<file path="config.mk">
export PLATFORM = sky130hd
export DESIGN_NAME = hbridge_drive_with_direction_hysteresis
export DESIGN_NICKNAME = d
export VERILOG_FILES = /design/src/hbd_pkg.sv /design/src/hbd_ctrl.sv /design/src/hbd_datapath.sv /design/src/hbridge_drive_with_direction_hysteresis.sv
export SDC_FILE = /design/constraint.sdc
export NUM_CORES = 1
export LEC_CHECK = 0
export BUFFER_PORTS_ARGS = -buffer_cell sky130_fd_sc_hd__buf_4
export CORE_ASPECT_RATIO = 0.7
export CORE_MARGIN = 5
export CORE_UTILIZATION = 30
export DETAILED_ROUTE_END_ITERATION = 7
export GPL_TIMING_DRIVEN = 0
export SLEW_MARGIN = 30
export SYNTH_ARGS = -nofsm -noshare
export SYNTH_HDL_FRONTEND = slang
export SYNTH_HIERARCHICAL = 1
export SYNTH_SLANG_ARGS = --single-unit
</file>
<file path="constraint.sdc">
create_clock -name clk -period 13.1 [get_ports clk]
set_input_delay 0.655 -clock clk [delete_from_list [all_inputs] [get_ports clk]]
set_output_delay 0.655 -clock clk [all_outputs]
set_load 0.01 [all_outputs]
</file>
<file path="src/hbd_pkg.sv">
// shared types, register defaults and stream layout for the h-bridge drive block
package hbd_pkg;

  // encoder counter width default
  localparam int ENC_BITS_DEF = 16;

  // stream widths (fields packed from bit 0, padded to whole bytes)
  localparam int IN_W  = 40;
  localparam int OUT_W = 72;

  // configuration port
  localparam int CFG_IDX_W  = 3;
  localparam int CFG_DATA_W = 16;

  typedef enum logic [CFG_IDX_W-1:0] {
    REG_ON_THR   = 3'd0,
    REG_OFF_THR  = 3'd1,
    REG_MIN_EFF  = 3'd2,
    REG_FULL_EFF = 3'd3,
    REG_PERIOD   = 3'd4
  } reg_idx_t;

  // register reset values
  localparam logic [14:0] ON_THR_RST   = 15'd614;
  localparam logic [14:0] OFF_THR_RST  = 15'd102;
  localparam logic [14:0] MIN_EFF_RST  = 15'd3072;
  localparam logic [14:0] FULL_EFF_RST = 15'd20480;
  localparam logic [15:0] PERIOD_RST   = 16'd999;

  // direction codes
  typedef logic signed [1:0] dir_t;
  localparam dir_t DIR_OFF = 2'sb00;
  localparam dir_t DIR_POS = 2'sb01;
  localparam dir_t DIR_NEG = 2'sb11;

  // controller states
  typedef enum logic [1:0] {
    ST_IDLE,
    ST_MUL,
    ST_DIV,
    ST_FIN
  } state_t;

  // commands from controller to datapath
  typedef struct packed {
    logic load;
    logic mul;
    logic div_step;
    logic commit;
  } hbd_cmd_t;

  // status from datapath to controller
  typedef struct packed {
    logic div_last;
    logic out_busy;
  } hbd_stat_t;

endpackage

</file>
<file path="src/hbd_ctrl.sv">
// sequencing state machine for the h-bridge drive block
module hbd_ctrl import hbd_pkg::*; (
  input  logic      clk,
  input  logic      rst,
  input  logic      s_tvalid,
  output logic      s_tready,
  input  hbd_stat_t stat,
  output hbd_cmd_t  cmd
);

  state_t state, state_next;

  always_ff @(posedge clk) begin
    if (rst) begin
      state <= ST_IDLE;
    end else begin
      state <= state_next;
    end
  end

  always_comb begin
    state_next = state;
    cmd        = '0;
    s_tready   = 1'b0;
    unique case (state)
      ST_IDLE: begin
        s_tready = 1'b1;
        if (s_tvalid) begin
          cmd.load   = 1'b1;
          state_next = ST_MUL;
        end
      end
      ST_MUL: begin
        cmd.mul    = 1'b1;
        state_next = ST_DIV;
      end
      ST_DIV: begin
        cmd.div_step = 1'b1;
        if (stat.div_last) state_next = ST_FIN;
      end
      ST_FIN: begin
        // hold until the output register is free
        if (!stat.out_busy) begin
          cmd.commit = 1'b1;
          state_next = ST_IDLE;
        end
      end
      default: state_next = ST_IDLE;
    endcase
  end

endmodule

</file>
<file path="src/hbd_datapath.sv">
// registers, unwrap, hysteresis, serial divider and output register
module hbd_datapath import hbd_pkg::*; #(
  parameter int ENCODER_BITS = ENC_BITS_DEF
) (
  input  logic                  clk,
  input  logic                  rst,
  input  hbd_cmd_t              cmd,
  output hbd_stat_t             stat,
  input  logic [IN_W-1:0]       in_data,
  input  logic                  cfg_we,
  input  logic [CFG_IDX_W-1:0]  cfg_index,
  input  logic [CFG_DATA_W-1:0] cfg_data,
  output logic                  m_tvalid,
  input  logic                  m_tready,
  output logic [OUT_W-1:0]      m_tdata
);

  localparam int PROD_W = 32;
  localparam int CNT_W  = $clog2(PROD_W);
  localparam int DW     = 34;
  localparam logic [15:0] ENC_MASK =
    (ENCODER_BITS >= 16) ? 16'hFFFF : 16'((32'd1 << ENCODER_BITS) - 32'd1);
  localparam logic signed [DW-1:0] MODULUS = 34'sd1 <<< ENCODER_BITS;
  localparam logic signed [DW-1:0] HALF    = (34'sd1 <<< (ENCODER_BITS - 1)) - 34'sd1;
  localparam logic signed [DW-1:0] POS_MAX = 34'sd2147483647;
  localparam logic signed [DW-1:0] POS_MIN = -34'sd2147483648;

  // configuration
  logic [14:0] on_thr, off_thr, min_eff, full_eff;
  logic [15:0] period;

  always_ff @(posedge clk) begin
    if (rst) begin
      on_thr   <= ON_THR_RST;
      off_thr  <= OFF_THR_RST;
      min_eff  <= MIN_EFF_RST;
      full_eff <= FULL_EFF_RST;
      period   <= PERIOD_RST;
    end else if (cfg_we) begin
      unique case (cfg_index)
        REG_ON_THR:   on_thr   <= cfg_data[14:0];
        REG_OFF_THR:  off_thr  <= cfg_data[14:0];
        REG_MIN_EFF:  min_eff  <= cfg_data[14:0];
        REG_FULL_EFF: full_eff <= cfg_data[14:0];
        REG_PERIOD:   period   <= cfg_data;
        default: ;
      endcase
    end
  end

  // item registers
  logic [15:0]        raw;
  logic signed [15:0] eff;
  logic               lim;
  logic [15:0]        mag;
  logic signed [DW-1:0] delta;
  dir_t               dir_new;

  // persistent state
  logic [15:0]        last_count;
  logic signed [31:0] position_acc;
  dir_t               dir_mode;
  dir_t               last_direction;

  // divider
  logic [PROD_W-1:0] dvd;
  logic [14:0]       rem;
  logic [CNT_W-1:0]  cnt;

  // magnitude and divisor
  logic [15:0] mag_c;
  logic [14:0] full_c;
  assign mag_c  = eff[15] ? 16'(-eff) : 16'(eff);
  assign full_c = (full_eff == 15'd0) ? 15'd1 : full_eff;

  // unwrap
  logic signed [DW-1:0] d0, d1, d2;
  always_comb begin
    d0 = $signed({18'd0, raw}) - $signed({18'd0, last_count});
    d1 = (d0 > HALF) ? d0 - MODULUS : d0;
    d2 = (d1 < -HALF) ? d1 + MODULUS : d1;
  end

  // direction hysteresis
  logic signed [16:0] u17, on17, off17;
  dir_t dir_h;
  always_comb begin
    u17   = {eff[15], eff};
    on17  = {2'b00, on_thr};
    off17 = {2'b00, off_thr};
    dir_h = dir_mode;
    unique case (dir_mode)
      DIR_OFF: begin
        if (u17 > on17) dir_h = DIR_POS;
        else if (u17 < -on17) dir_h = DIR_NEG;
      end
      DIR_POS: if (u17 < off17) dir_h = DIR_OFF;
      default: if (u17 > -off17) dir_h = DIR_OFF;
    endcase
  end

  // restoring divide step
  logic [15:0] rem_sh;
  logic        ge;
  assign rem_sh = {rem, dvd[PROD_W-1]};
  assign ge     = rem_sh >= {1'b0, full_c};

  always_ff @(posedge clk) begin
    if (cmd.load) begin
      raw <= in_data[15:0] & ENC_MASK;
      eff <= $signed(in_data[31:16]);
      lim <= in_data[32];
    end
    if (cmd.mul) begin
      mag     <= mag_c;
      dvd     <= {16'd0, mag_c} * {16'd0, period};
      rem     <= '0;
      delta   <= d2;
      dir_new <= dir_h;
    end
    if (cmd.div_step) begin
      rem <= ge ? 15'(rem_sh - {1'b0, full_c}) : rem_sh[14:0];
      dvd <= {dvd[PROD_W-2:0], ge};
    end
  end

  always_ff @(posedge clk) begin
    if (rst) begin
      cnt <= '0;
    end else if (cmd.mul) begin
      cnt <= '0;
    end else if (cmd.div_step) begin
      cnt <= cnt + CNT_W'(1);
    end
  end

  // final result
  logic [15:0]          q_cap, cmp, cmp_fin;
  logic signed [DW-1:0] pos_sum;
  logic signed [31:0]   pos_sat, pos_fin;
  logic                 home, dead;
  dir_t                 dir_fin;
  always_comb begin
    q_cap   = (dvd > {16'd0, period}) ? period : dvd[15:0];
    cmp     = (mag < {1'b0, min_eff}) ? 16'd0 : q_cap;
    pos_sum = $signed({{2{position_acc[31]}}, position_acc}) + delta;
    if (pos_sum > POS_MAX)      pos_sat = 32'sh7FFFFFFF;
    else if (pos_sum < POS_MIN) pos_sat = 32'sh80000000;
    else                        pos_sat = pos_sum[31:0];
    home    = lim && (dir_new == DIR_POS);
    dir_fin = home ? DIR_OFF : dir_new;
    pos_fin = home ? 32'sd0 : pos_sat;
    cmp_fin = (dir_fin == DIR_OFF) ? 16'd0 : cmp;
    dead    = (dir_fin != last_direction) && (dir_fin != DIR_OFF)
              && (last_direction != DIR_OFF);
  end

  always_ff @(posedge clk) begin
    if (rst) begin
      last_count     <= '0;
      position_acc   <= '0;
      dir_mode       <= DIR_OFF;
      last_direction <= DIR_OFF;
      m_tvalid       <= 1'b0;
    end else if (cmd.commit) begin
      last_count     <= raw;
      position_acc   <= pos_fin;
      dir_mode       <= dir_fin;
      last_direction <= dir_fin;
      m_tvalid       <= 1'b1;
    end else if (m_tready) begin
      m_tvalid <= 1'b0;
    end
  end

  always_ff @(posedge clk) begin
    if (cmd.commit) begin
      m_tdata <= {4'd0, pos_fin, home, dead, dir_fin,
                  (dir_fin == DIR_NEG) ? cmp_fin : 16'd0,
                  (dir_fin == DIR_POS) ? cmp_fin : 16'd0};
    end
  end

  assign stat.div_last = (cnt == CNT_W'(PROD_W - 1));
  assign stat.out_busy = m_tvalid && !m_tready;

endmodule

</file>
<file path="src/hbridge_drive_with_direction_hysteresis.sv">
// top level of the h-bridge drive stage with direction hysteresis
// One beat in per sample tick gives one beat out. Each tick the encoder
// counter delta is unwrapped into a saturating signed position, the
// compare value is floor(|effort| * pwm_period / full_scale_effort) capped
// at pwm_period (zero below min_active_effort or with direction off), and
// a three-state hysteresis on the effort picks the bridge leg. Hitting the
// limit switch while moving positive stops the drive, clears the position
// and raises home_hit; a reversal between two driven directions raises
// dead_time_first. An item goes from input beat to output beat through
// capture, the 16x16 product, the one-bit-per-cycle restoring divider and
// a commit that waits for a free output register. The next input beat is
// taken once the result is in the output register, though not yet taken.
// Configuration writes are only legal while the block is idle.
module hbridge_drive_with_direction_hysteresis import hbd_pkg::*; #(
  parameter int ENCODER_BITS = ENC_BITS_DEF
) (
  input  logic                  clk,
  input  logic                  rst,
  // input beat
  input  logic                  s_tvalid,
  output logic                  s_tready,
  input  logic [IN_W-1:0]       s_tdata,  // encoder_count[15:0], effort[31:16], limit_pressed[32]
  // result beat
  output logic                  m_tvalid,
  input  logic                  m_tready,
  output logic [OUT_W-1:0]      m_tdata,  // pos_leg_compare[15:0], neg_leg_compare[31:16],
                                          // direction[33:32], dead_time_first[34],
                                          // home_hit[35], position[67:36]
  // configuration writes
  input  logic                  cfg_we,
  input  logic [CFG_IDX_W-1:0]  cfg_index,
  input  logic [CFG_DATA_W-1:0] cfg_data
);

  hbd_cmd_t  cmd;
  hbd_stat_t stat;

  // controller: capture, multiply, divide loop, commit
  hbd_ctrl u_ctrl (
    .clk      (clk),
    .rst      (rst),
    .s_tvalid (s_tvalid),
    .s_tready (s_tready),
    .stat     (stat),
    .cmd      (cmd)
  );

  // datapath: registers, unwrap, hysteresis, divider, output register
  hbd_datapath #(
    .ENCODER_BITS (ENCODER_BITS)
  ) u_dp (
    .clk       (clk),
    .rst       (rst),
    .cmd       (cmd),
    .stat      (stat),
    .in_data   (s_tdata),
    .cfg_we    (cfg_we),
    .cfg_index (cfg_index),
    .cfg_data  (cfg_data),
    .m_tvalid  (m_tvalid),
    .m_tready  (m_tready),
    .m_tdata   (m_tdata)
  );

`ifndef NO_ASSERTIONS
  // one item in flight: an accepted beat closes the input
  a_one_item: assert property (@(posedge clk) disable iff (rst)
    (s_tvalid && s_tready) |=> !s_tready)
    else $error("input taken while an item is in flight");

  // at most one bridge leg carries a compare value
  a_one_leg: assert property (@(posedge clk) disable iff (rst)
    m_tvalid |-> (m_tdata[15:0] == 16'd0 || m_tdata[31:16] == 16'd0))
    else $error("both legs driven");

  // home stops the drive and clears the position
  a_home: assert property (@(posedge clk) disable iff (rst)
    (m_tvalid && m_tdata[35]) |->
      (m_tdata[33:32] == 2'b00 && m_tdata[67:36] == 32'd0 && !m_tdata[34]))
    else $error("home beat with drive or position");

  // dead time only on a driven direction
  a_dead: assert property (@(posedge clk) disable iff (rst)
    (m_tvalid && m_tdata[34]) |-> (m_tdata[33:32] == 2'b01 || m_tdata[33:32] == 2'b11))
    else $error("dead time flagged with direction off");
`endif

endmodule

</file>
==> results of run 1 <==
[synthesized netlist by cell type (6+ instances only)]
| cell type | n |
|---|---|
| a211o_1 | 16 |
| a211oi_1 | 11 |
| a21o_1 | 43 |
| a21oi_1 | 153 |
| a311oi_1 | 13 |
| a311oi_2 | 20 |
| a31oi_1 | 11 |
| and2_1 | 90 |
| and3_1 | 9 |
| and4_1 | 6 |
| buf_1 | 7 |
| buf_2 | 7 |
| clkbuf_1 | 94 |
| dfxtp_1 | 134 |
| edfxtp_1 | 184 |
| fa_1 | 197 |
| ha_1 | 270 |
| inv_1 | 360 |
| mux2i_1 | 48 |
| nand2_1 | 409 |
| nand2_2 | 19 |
| nand2b_1 | 22 |
| nand3_1 | 27 |
| nand3b_1 | 16 |
| nand4_1 | 32 |
| nor2_1 | 227 |
| nor2b_1 | 24 |
| nor3_1 | 43 |
| nor4_1 | 18 |
| o211ai_1 | 10 |
| o21a_1 | 32 |
| o21ai_0 | 82 |
| o21ai_1 | 8 |
| o21bai_1 | 8 |
| o31ai_1 | 10 |
| o41ai_1 | 6 |
| or2_2 | 8 |
| or3_1 | 11 |
| xnor2_1 | 77 |
| xor2_1 | 34 |
[worst min-delay path by stage]
stage                                        startpoint                            end
final                                       s_tdata[20]          u_dp/eff[4]$_DFFE_PP_
after global routing                        s_tdata[20]          u_dp/eff[4]$_DFFE_PP_
after CTS                                   s_tdata[20]          u_dp/eff[4]$_DFFE_PP_
after detailed placement   u_dp/off_thr[3]$_SDFFE_PP0P_   u_dp/off_thr[3]$_SDFFE_PP0P_
after global placement     u_dp/min_eff[3]$_SDFFE_PP0P_   u_dp/min_eff[3]$_SDFFE_PP0P_
after floorplan           u_dp/min_eff[12]$_SDFFE_PP0P_  u_dp/min_eff[12]$_SDFFE_PP0P_
[metal layers]
| layer | share of wire, % | wire length (µm) | GRT usage (%) | vias to the layer above |
|---|---|---|---|---|
| met2 | 37 | 29400 | 22.3 | 687 |
| met1 | 50 | 40000 | 25.1 | 10200 |
| met3 | 11 | 8640 | 6.37 | 83 |
| li1 | - | - | - | 10100 |
| met5 | 0.035 | 28 | 0 | - |
| met4 | 1.7 | 1320 | 3.26 | 4 |
[sequential cells by signal (all words and copies together), names as in the netlist, 5 cells and up]
register           cells
u_dp/position_acc     32
u_dp/cnt               5
u_dp/delta            18
u_dp/rem              15
u_dp/m_tdata          68
u_dp/min_eff          15
u_dp/dvd              32
u_dp/on_thr           15
u_dp/mag              16
u_dp/eff              16
u_dp/period           16
u_dp/last_count       16
u_dp/off_thr          15
u_dp/raw              16
u_dp/full_eff         15
[cell families after synthesis]
| group | after synthesis | synth area share [%] |
|---|---|---|
| AOI/OAI and AO/OA | 474 | 12.1 |
| muxes | 53 | 2.01 |
| other | 1 | 0.0141 |
| DFF | 318 | 30.8 |
| buffers and inverters | 480 | 6.97 |
| adders and majority gates | 467 | 27.4 |
| xor gates and xnor gates | 111 | 3.64 |
| and+or+nand+nor | 984 | 17.1 |
[worst max-delay path: cells and delay by family, from the launching register on]
kind	cells	cell delay, ps
AND/OR/NAND/NOR	5	790
AO/OA/AOI/OAI	4	1740
XOR/XNOR	1	720
flip-flops	1	700
adder cells (fa/ha/maj)	8	3900
multiplexers	1	240
buffers and inverters	6	1550
[through the flow]
stage / util, % / worst slack (ps) / cells / hold slack [ps] / cell area (µm²)
after CTS: 34.8 / 3430 / 4252 / 209 / 30600
after global placement: 33.0 / 2730 / 4179 / 444 / 29100
after global routing: 34.8 / 2920 / 4252 / 219 / 30700
final: 34.8 / 3190 / 4254 / 247 / 30700
after detailed placement: 33.2 / 3450 / 4184 / 447 / 29300
after floorplan: - / 5320 / 2891 / 436 / 26700
[cell type report]
| type | instances | area [µm²] |
|---|---|---|
| plain buffers | 117 | 499 |
| flip-flops and latches | 318 | 8210 |
| diodes | 2 | 5.00 |
| inverters | 363 | 1360 |
| well taps | 1162 | 1450 |
| fillers | 9089 | 57500 |
| multi-input cells | 2093 | 16800 |
| clock inverters | 24 | 343 |
| repair buffers | 131 | 1040 |
| clock buffers | 44 | 995 |
==> impl_table.tex, run 1 <==
\begin{tabular}{lr}
\hline
Metric & Value \\
\hline
\multicolumn{2}{l}{\textbf{Status}} \\
\quad Status & finished, final reports clean \\
\multicolumn{2}{l}{\textbf{Critical path}} \\
\quad FF-to-FF End & u\_dp/dvd[30]\$\_DFFE\_PP\_ \\
\quad Endpoint of the most critical setup path & u\_dp/dvd[30]\$\_DFFE\_PP\_ \\
\quad Sort of element at the start of the critical path & register \\
\quad Nature of the critical path endpoint & register \\
\quad Worst reg-to-reg setup slack & $\sim$3200 ps \\
\quad CP most frequent cell & fa\_1 \\
\quad Maximum fanout count along the critical path & 12 \\
\quad Required @ worst endpoint & 13430 ps \\
\quad Setup CP Type & reg2reg \\
\quad Critical path launch point & u\_dp/eff[0]\$\_DFFE\_PP\_ \\
\quad Reg2Reg Launch Point & u\_dp/eff[0]\$\_DFFE\_PP\_ \\
\quad Longest individual stage delay on the worst path & slightly above 800 ps \\
\quad Arrival time of the worst setup path & between 10000 and 15000 ps \\
\quad Count of cells along the worst register-to-register path & 25 \\
\quad Slowest cell on the critical path & clkbuf\_1 \\
\multicolumn{2}{l}{\textbf{Detailed routing}} \\
\quad Post-DR vias/cell & 4.94 \\
\quad Initial drt markers & 1622 \\
\quad \# DRC & 0 \\
\quad Routed vias & approximately 21000 \\
\quad Remaining antenna violation count after routing & 0 \\
\quad Routed wire length & just under 80000 µm \\
\quad Wirelength per Cell & 18.7 µm \\
\quad Initial DRT Pass Iterations & 6 \\
\multicolumn{2}{l}{\textbf{Clock tree}} \\
\quad H-tree levels & 2 \\
\quad Count of cells resized by post-cts repair & 0 \\
\quad Buffer count from post-CTS setup fixing & 0 \\
\quad CTS tree & done \\
\quad Source-to-sink clock delay at the later pin of the worst-skew pair & 590 ps \\
\quad Clock root buffer & clkbuf\_16 \\
\quad Number of buffers on the longest clock path & 3 \\
\quad Total CTS buffers & 37 \\
\quad Clk slew on worst S/H paths & approximately 70 ps \\
\quad Number of hold buffers added after CTS & 0 \\
\quad Total clock sinks & approximately 320 \\
\multicolumn{2}{l}{\textbf{Synth}} \\
\quad Synth Warn \# & 6 \\
\quad Portion of the post-synthesis area used by sequential elements & 30.8\% \\
\quad Library cell occupying the most area in the post-synthesis netlist & edfxtp\_1 \\
\quad Post-synthesis cell type count & between 80 and 90 \\
\quad EDFF count, synth & between 150 and 200 \\
\quad Area share of the largest cell type after synthesis & between 20\% and 30\% \\
\quad Leading cell types by total area after synthesis & edfxtp\_1 (21\%), fa\_1 (15\%), ha\_1 (13\%) \\
\quad Primary flip-flop cell chosen by synthesis mapping & edfxtp\_1 \\
\quad Cell Area, Synth & 26700 µm² \\
\quad FFs w/ async S/R, synth & 0\% \\
\quad Flop and latch count out of synthesis & 318 \\
\quad Cell count after synthesis & about 2900 \\
\quad Per-instance average area after synthesis & about 9.2 µm² \\
\multicolumn{2}{l}{\textbf{Job}} \\
\quad Maximum Capacitance Violations & 0 \\
\multicolumn{2}{l}{\textbf{Global routing}} \\
\quad Vias in the first global route & approximately 21000 \\
\quad Global-route wire length before repair & 124000 µm \\
\quad Largest net degree at the start of global routing & 48 \\
\quad Initial antenna violation count & 4 \\
\quad Total overflow reported by the global router & 0 \\
\quad Global-route usage over all layers & 16.6\% \\
\multicolumn{2}{l}{\textbf{Hold path}} \\
\quad Cells on Worst Hold Path & 1 \\
\quad Worst min-delay path category & in2reg \\
\multicolumn{2}{l}{\textbf{Final layout}} \\
\quad Most frequent cells in the layout & nand2\_1 (409), inv\_1 (360), ha\_1 (269), nor2\_1 (227), fa\_1 (197) \\
\quad Commonest non-fill, non-tap cell in the layout & nand2\_1 \\
\quad Total Nets Final & about 3600 \\
\quad Layout cells sized above 1 & 9.42\% \\
\quad Layout-stage area growth over the synthesis result & 14.9\% \\
\multicolumn{2}{l}{\textbf{Timing}} \\
\quad Setup TNS Final & 0 ps \\
\quad Layout Skew & $\sim$24 ps \\
\quad \# setup viols final & 0 \\
\quad Tmin final & about 9900 ps \\
\quad Peak clock frequency supported by timing & $\sim$100 MHz \\
\quad Final period util & around 76\% \\
\quad Relative slew margins & approximately a third \\
\quad Count of final hold-check violations & 0 \\
\quad Max-slew violations & 0 \\
\quad Setup repair after global routing missed its margin & no \\
\quad Pin slew with the least headroom to its limit & approximately 990 ps \\
\multicolumn{2}{l}{\textbf{Die}} \\
\quad Placement row count & 91 \\
\quad Die height & about 260 µm \\
\quad Die Outline Area & around 95000 µm² \\
\quad Number of I/O pins & between 100 and 150 \\
\quad Initial core utilization & 30.3\% \\
\quad Die Wd & roughly 370 µm \\
\quad Std-Cell Core Area & $\sim$88000 µm² \\
\multicolumn{2}{l}{\textbf{Place}} \\
\quad Port-buffer cells & 126 \\
\quad Final HPWL DP & $\sim$63000 µm \\
\quad Weighted congestion reported at the end of routability-driven placement & between 0.9 and 1 \\
\hline
\end{tabular}
Power of run 1 is left out: the tool's default activity adds up to more than one toggle a clock period on the data nets, which glitch-free logic cannot reach.
==> inputs of run 2 (changes only) <==
- clock period: 13.1 -> 9.4 ns (I/O delays scaled with it)
==> run 2 against run 1 <==
Effect of this change: global-route usage about the same; clock skew increased by 1.2 ps; first-iteration DRC count grew 3.2%; critical endpoint is now u_dp/dvd[31]$_DFFE_PP_; largest cell class unchanged.
==> impl_table.tex, run 2 (synthesized netlist as in run 1, its figures left out) <==
\begin{tabular}{lr}
\hline
Metric & Value \\
\hline
\multicolumn{2}{l}{\textbf{Global routing}} \\
\quad Global-route usage over all layers & 16.7\% (about the same) \\
\quad Vias in the first global route & 20700 (+0.024\%) \\
\quad Largest net degree at the start of global routing & 48 (unchanged) \\
\quad Global-route wire length before repair & 124000 µm (about the same) \\
\quad Initial antenna violation count & 4 (unchanged) \\
\quad Total overflow reported by the global router & 0 (unchanged) \\
\multicolumn{2}{l}{\textbf{Critical path}} \\
\quad Arrival time of the worst setup path & 9460 ps (-780 ps) \\
\quad Worst reg-to-reg setup slack & 270 ps (-2920 ps) \\
\quad CP most frequent cell & fa\_1 \\
\quad Count of cells along the worst register-to-register path & 27 (+8.0\%) \\
\quad Sort of element at the start of the critical path & register \\
\quad Nature of the critical path endpoint & register \\
\quad Maximum fanout count along the critical path & 12 (unchanged) \\
\quad Reg2Reg Launch Point & u\_dp/eff[0]\$\_DFFE\_PP\_ \\
\quad FF-to-FF End & u\_dp/dvd[31]\$\_DFFE\_PP\_ \\
\quad Required @ worst endpoint & 9730 ps (-3700 ps) \\
\quad Longest individual stage delay on the worst path & 710 ps (-100 ps) \\
\quad Setup CP Type & reg2reg \\
\quad Critical path launch point & u\_dp/eff[0]\$\_DFFE\_PP\_ \\
\quad Slowest cell on the critical path & edfxtp\_1 \\
\multicolumn{2}{l}{\textbf{Hold path}} \\
\quad Worst Hold Launch & s\_tdata[20] \\
\quad Cells on Worst Hold Path & 1 (unchanged) \\
\quad Worst min-delay path category & in2reg \\
\quad Destination of the worst hold path & u\_dp/eff[4]\$\_DFFE\_PP\_ \\
\multicolumn{2}{l}{\textbf{Clock tree}} \\
\quad Source-to-sink clock delay at the later pin of the worst-skew pair & 590 ps (about the same) \\
\quad Clock root buffer & clkbuf\_16 \\
\quad CTS tree & done \\
\quad Number of hold buffers added after CTS & 0 (unchanged) \\
\quad Total CTS buffers & 37 (unchanged) \\
\quad Total clock sinks & 318 (unchanged) \\
\quad H-tree levels & 2 (unchanged) \\
\quad Clk slew on worst S/H paths & 70 ps (about the same) \\
\quad Number of buffers on the longest clock path & 3 (unchanged) \\
\multicolumn{2}{l}{\textbf{Place}} \\
\quad Placement Cell Area & 29300 µm² (unchanged) \\
\quad Final HPWL DP & 62900 µm (unchanged) \\
\quad Placement-stage worst setup slack & -253 ps (-3700 ps) \\
\quad Number of cells after detailed placement & 4184 (unchanged) \\
\quad Weighted congestion reported at the end of routability-driven placement & 0.939 (unchanged) \\
\quad Port-buffer cells & 126 (unchanged) \\
\multicolumn{2}{l}{\textbf{Detailed routing}} \\
\quad Wirelength per Cell & 18.7 µm (about the same) \\
\quad Remaining antenna violation count after routing & 0 (unchanged) \\
\quad Initial drt markers & 1674 (+3.2\%) \\
\quad Routed wire length & 79400 µm (about the same) \\
\quad Routed vias & 21100 (+0.19\%) \\
\quad Post-DR vias/cell & 4.95 (+0.17\%) \\
\quad Initial DRT Pass Iterations & 5 (-1) \\
\quad \# DRC & 0 (unchanged) \\
\multicolumn{2}{l}{\textbf{Timing}} \\
\quad Final period util & 97.2\% (+22 points) \\
\quad Post-route setup slack & 268 ps (-2920 ps) \\
\quad Layout Skew & 25.5 ps (+1.16 ps) \\
\quad Pin slew with the least headroom to its limit & 968 ps (-25.4 ps) \\
\quad Count of final hold-check violations & 0 (unchanged) \\
\quad \# setup viols final & 0 (unchanged) \\
\quad Tmin final & 9130 ps (-777 ps) \\
\quad Max-slew violations & 0 (unchanged) \\
\quad Worst hold-check slack & 61.0 ps (-186 ps) \\
\quad Peak clock frequency supported by timing & 110 MHz (+8.5\%) \\
\quad Relative slew margins & 35.4\% (+1.7 points) \\
\multicolumn{2}{l}{\textbf{Final layout}} \\
\quad Layout-stage area growth over the synthesis result & 15.1\% \\
\quad Commonest non-fill, non-tap cell in the layout & nand2\_1 \\
\quad Top flop regs & u\_dp/m\_tdata x68, u\_dp/dvd x32, u\_dp/position\_acc x32 \\
\quad Non-Filler Cell Area, Final & 30700 µm² (+0.21\%) \\
\quad Layout cells sized above 1 & 9.80\% (+0.38 points) \\
\quad Total Nets Final & 3594 (+0.056\%) \\
\quad Register name with the most flops & u\_dp/m\_tdata \\
\quad Final non-filler cell total & 4255 (+0.024\%) \\
\quad Most frequent cells in the layout & nand2\_1 (409), inv\_1 (360), ha\_1 (269), nor2\_1 (227), fa\_1 (197) \\
\quad Max reg flops & 68 (unchanged) \\
\multicolumn{2}{l}{\textbf{Die}} \\
\quad Initial core utilization & 30.3\% (unchanged) \\
\quad Placement row count & 91 (unchanged) \\
\quad Std-Cell Core Area & 88100 µm² (unchanged) \\
\quad Number of I/O pins & 138 (unchanged) \\
\quad Die Wd & 367 µm (unchanged) \\
\quad Die height & 260 µm (unchanged) \\
\quad Die Outline Area & 95100 µm² (unchanged) \\
\multicolumn{2}{l}{\textbf{Job}} \\
\quad Maximum Capacitance Violations & 0 (unchanged) \\
\multicolumn{2}{l}{\textbf{Status}} \\
\quad Status & finished, final reports clean \\
\hline
\end{tabular}
==> run 2: changes by cell type in the layout (fill, tap and decap cells not counted), sizes merged <==
| cell | delta |
|---|---|
| clkinv | -1 |
| clkdlybuf4s15 | +1 |
| clkinvlp | +1 |
| clkbuf | -1 |
| buf | +2 |
| diode | -1 |
==> run 2: repair_timing <==
action | 4_1_cts | 5_1_grt
endpoints found under the setup margin | 3 | 7
cloned | 0 | 0
pin swaps | 0 | 1
buffers inserted | 0 | 2
hold endpoints to repair | 0 | 0
resized for setup | 3 | 19
==> run 2: layer usage <==
layer  global-route usage [%]  up-vias  wire length, µm  share of wire (%)
met5                        0        -               38              0.048
met4                     3.26        6             1330                1.7
met3                     6.37       86             8670                 11
met2                     22.3      720            29500                 37
met1                     25.1    10200            39900                 50
li1                         -    10100                -                  -
==> run 2: worst max-delay path by stage <==
stage | end | slack, ps | cells past startpoint
after global placement | u_dp/dvd[30]$_DFFE_PP_ | -970 | 27
after detailed placement | u_dp/dvd[28]$_DFFE_PP_ | -250 | 25
after CTS | u_dp/dvd[28]$_DFFE_PP_ | 5 | 25
after floorplan | u_dp/dvd[31]$_DFFE_PP_ | 1620 | 25
final | u_dp/dvd[31]$_DFFE_PP_ | 270 | 27
after global routing | u_dp/dvd[31]$_DFFE_PP_ | -2 | 25
==> run 2: through the flow <==
step | utilization (%) | setup TNS [ps]
2_1_floorplan | - | 0
3_3_place_gp | 33.0 | -4570
3_5_place_dp | 33.2 | -631
4_1_cts | 34.8 | 0
5_1_grt | 34.9 | -2.03
6_report | 34.9 | 0
==> run 2: area by class of cell <==
| cell class | instances | area [µm²] |
|---|---|---|
| clock buffer | 44 | 995 |
| fill | 9082 | 57400 |
| inverter | 363 | 1370 |
| tap | 1162 | 1450 |
| sequential | 318 | 8210 |
| multi-input combinational | 2093 | 16800 |
| antenna | 1 | 2.50 |
| timing repair buffer | 133 | 1060 |
| clock inverter | 24 | 343 |
| buffer | 117 | 515 |
==> run 2: critical path: cells and delay by family (launching register included) <==
kind	cells	cell delay [ps]
buffers and inverters	7	1560
DFF	1	710
muxes	1	270
AOI/OAI and AO/OA	7	1900
xor gates and xnor gates	1	150
adders and majority gates	8	3870
and+or+nand+nor	3	380
Power of run 2 is left out for the same reason.
==> inputs of run 3 (changes only) <==
- HOLD_SLACK_MARGIN: not set -> 0.03
- RECOVER_POWER: not set -> 100
==> run 3 against run 2 <==
Effect of this change: the flow now finishes with violations (capacitance limit, slew limit); global-route usage did not move; core utilization is 0.60 points lower; clock skew is 2.3 ps lower; non-clock buffer count up 1; maximum frequency about the same; flip-flop and latch count is the same; highest routed layer unchanged.
==> impl_table.tex, run 3 (synthesized netlist as in run 1, its figures left out) <==
\begin{tabular}{lr}
\hline
Metric & Value \\
\hline
\multicolumn{2}{l}{\textbf{Timing}} \\
\quad Peak clock frequency supported by timing & 110 MHz (about the same) \\
\quad Final period util & 97.1\% (about the same) \\
\quad Max-slew violations & 91 (+91) \\
\quad Layout Skew & 23.2 ps (-2.25 ps) \\
\quad Pin slew with the least headroom to its limit & 4190 ps (+3220 ps) \\
\quad Setup repair after global routing missed its margin & no \\
\quad Tmin final & 9130 ps (-4.48 ps) \\
\quad \# setup viols final & 0 (unchanged) \\
\quad Count of final hold-check violations & 0 (unchanged) \\
\quad Relative slew margins & -179\% (-210 points) \\
\multicolumn{2}{l}{\textbf{Clock tree}} \\
\quad Total clock sinks & 318 (unchanged) \\
\quad Clock root buffer & clkbuf\_16 \\
\quad Source-to-sink clock delay at the later pin of the worst-skew pair & 580 ps (about the same) \\
\quad H-tree levels & 2 (unchanged) \\
\quad Number of buffers on the longest clock path & 3 (unchanged) \\
\quad CTS tree & done \\
\quad Clk slew on worst S/H paths & 70 ps (about the same) \\
\quad Total CTS buffers & 37 (unchanged) \\
\multicolumn{2}{l}{\textbf{Hold path}} \\
\quad Worst min-delay path category & in2reg \\
\multicolumn{2}{l}{\textbf{Global routing}} \\
\quad Met2 usage in global routing & 22.3\% (unchanged) \\
\quad Met3 track demand over resource & 6.37\% (unchanged) \\
\quad Largest net degree at the start of global routing & 48 (unchanged) \\
\quad Total overflow reported by the global router & 0 (unchanged) \\
\quad Global-route usage over all layers & 16.7\% (unchanged) \\
\quad GR met1 Demand/Resource & 25.1\% (unchanged) \\
\quad Global-route wire length before repair & 124000 µm (unchanged) \\
\quad Vias in the first global route & 20700 (+0.019\%) \\
\quad GRT Max-Usage Layer & met1 \\
\quad Initial antenna violation count & 4 (unchanged) \\
\multicolumn{2}{l}{\textbf{Detailed routing}} \\
\quad Post-DR vias/cell & 4.95 (-0.15\%) \\
\quad Initial DRT Pass Iterations & 5 (unchanged) \\
\quad Initial drt markers & 1783 (+6.5\%) \\
\quad Remaining antenna violation count after routing & 0 (unchanged) \\
\quad Routed vias & 21100 (-0.10\%) \\
\quad Wirelength per Cell & 18.7 µm (about the same) \\
\quad \# DRC & 0 (unchanged) \\
\quad Routed wire length & 79400 µm (about the same) \\
\multicolumn{2}{l}{\textbf{Critical path}} \\
\quad Nature of the critical path endpoint & register \\
\quad Critical path buffer and inverter count & 6 (-1) \\
\quad Sort of element at the start of the critical path & register \\
\quad Slowest cell on the critical path & xor2\_1 \\
\quad Required @ worst endpoint & 9730 ps (about the same) \\
\quad Arrival time of the worst setup path & 9450 ps (about the same) \\
\quad Maximum fanout count along the critical path & 10 (-2) \\
\quad Setup CP Type & reg2reg \\
\quad Critical path's top delay family & adder cells \\
\quad CP most frequent cell & fa\_1 \\
\quad Longest individual stage delay on the worst path & 950 ps (+240 ps) \\
\multicolumn{2}{l}{\textbf{Final layout}} \\
\quad Storage cell area & 8210 µm² (unchanged) \\
\quad Area of the multi-input gates & 16700 µm² (-0.75\%) \\
\quad Top flop regs & u\_dp/m\_tdata x68, u\_dp/dvd x32, u\_dp/position\_acc x32 \\
\quad Max reg flops & 68 (unchanged) \\
\quad Most frequent cells in the layout & nand2\_1 (423), inv\_1 (360), ha\_1 (270), nor2\_1 (227), fa\_1 (197) \\
\quad Layout cells sized above 1 & 5.92\% (-3.9 points) \\
\quad Register name with the most flops & u\_dp/m\_tdata \\
\quad Final non-filler cell total & 4257 (+0.047\%) \\
\quad Layout-stage area growth over the synthesis result & 13.1\% \\
\quad Total Nets Final & 3595 (+0.028\%) \\
\quad Filler cells & 9191 (+1.2\%) \\
\quad Commonest non-fill, non-tap cell in the layout & nand2\_1 \\
\multicolumn{2}{l}{\textbf{Place}} \\
\quad Port-buffer cells & 126 (unchanged) \\
\quad Weighted congestion reported at the end of routability-driven placement & 0.939 (unchanged) \\
\quad Final HPWL DP & 62900 µm (unchanged) \\
\quad Number of cells after detailed placement & 4184 (unchanged) \\
\multicolumn{2}{l}{\textbf{Die}} \\
\quad Initial core utilization & 30.3\% (unchanged) \\
\quad Die Outline Area & 95100 µm² (unchanged) \\
\quad Die Wd & 367 µm (unchanged) \\
\quad Die height & 260 µm (unchanged) \\
\quad Placement row count & 91 (unchanged) \\
\quad Number of I/O pins & 138 (unchanged) \\
\quad Std-Cell Core Area & 88100 µm² (unchanged) \\
\multicolumn{2}{l}{\textbf{Status}} \\
\quad Status & finished with violations \\
\quad Violations in the final reports & capacitance limit, slew limit \\
\multicolumn{2}{l}{\textbf{Job}} \\
\quad Maximum Capacitance Violations & 2 (+2) \\
\hline
\end{tabular}
run 3: changes by cell type in the layout (fill, tap and decap cells not counted), moves of 5 or more:
cell      change
and2_0        +5
nand2_2      -14
clkbuf_4     +24
buf_4       -106
nand2_1      +14
clkbuf_1     +96
run 3: final cells by class:
class                   instances  share of cell area [%]
multi-input cells            2093                    55.2
flip-flops and latches        318                    27.2
well taps                    1162                    4.82
inverters                     363                    4.52
clock buffers                  44                    3.29
repair buffers                134                    2.26
plain buffers                 117                    1.60
clock inverters                24                    1.14
diodes                          2                  0.0166
run 3: repair_timing:
action / in CTS / in global routing
buffers inserted: 0 / 2
setup endpoints to repair: 3 / 7
cloned: 0 / 0
hold buffers: 1 / 0
pin swaps: 0 / 1
endpoints found under the hold margin: 1 / 0
resized for setup: 3 / 19
run 3: final timing paths:
kind / startpoint / endpoint / slack [ps] / cells after the start
worst max-delay path: u_dp/eff[2]$_DFFE_PP_ / u_dp/dvd[31]$_DFFE_PP_ / 270 / 26
worst min-delay path: s_tdata[22] / u_dp/eff[6]$_DFFE_PP_ / 100 / 1
worst max register to register: u_dp/eff[2]$_DFFE_PP_ / u_dp/dvd[31]$_DFFE_PP_ / 270 / 26
worst min register to register: u_dp/min_eff[14]$_SDFFE_PP0P_ / u_dp/min_eff[14]$_SDFFE_PP0P_ / 460 / 2
run 3: routing by layer:
metal | share of wire, % | routed length, µm | vias up
met1 | 51 | 40300 | 10200
met4 | 1.5 | 1170 | 6
li1 | - | - | 10100
met5 | 0.048 | 38 | -
met2 | 37 | 29600 | 674
met3 | 10 | 8280 | 78
run 3: per-stage QoR:
stage	util, %	setup TNS [ps]	worst slack, ps	hold WS, ps	area [µm²]
after global routing	34.3	0	1.12	60.1	30200
after CTS	34.8	0	5.28	30.4	30700
final	34.3	0	272	97.7	30200
after detailed placement	33.2	-631	-253	447	29300
after global placement	33.0	-4570	-974	444	29100
after floorplan	-	0	1620	436	26700
Power of run 3 is left out for the same reason.
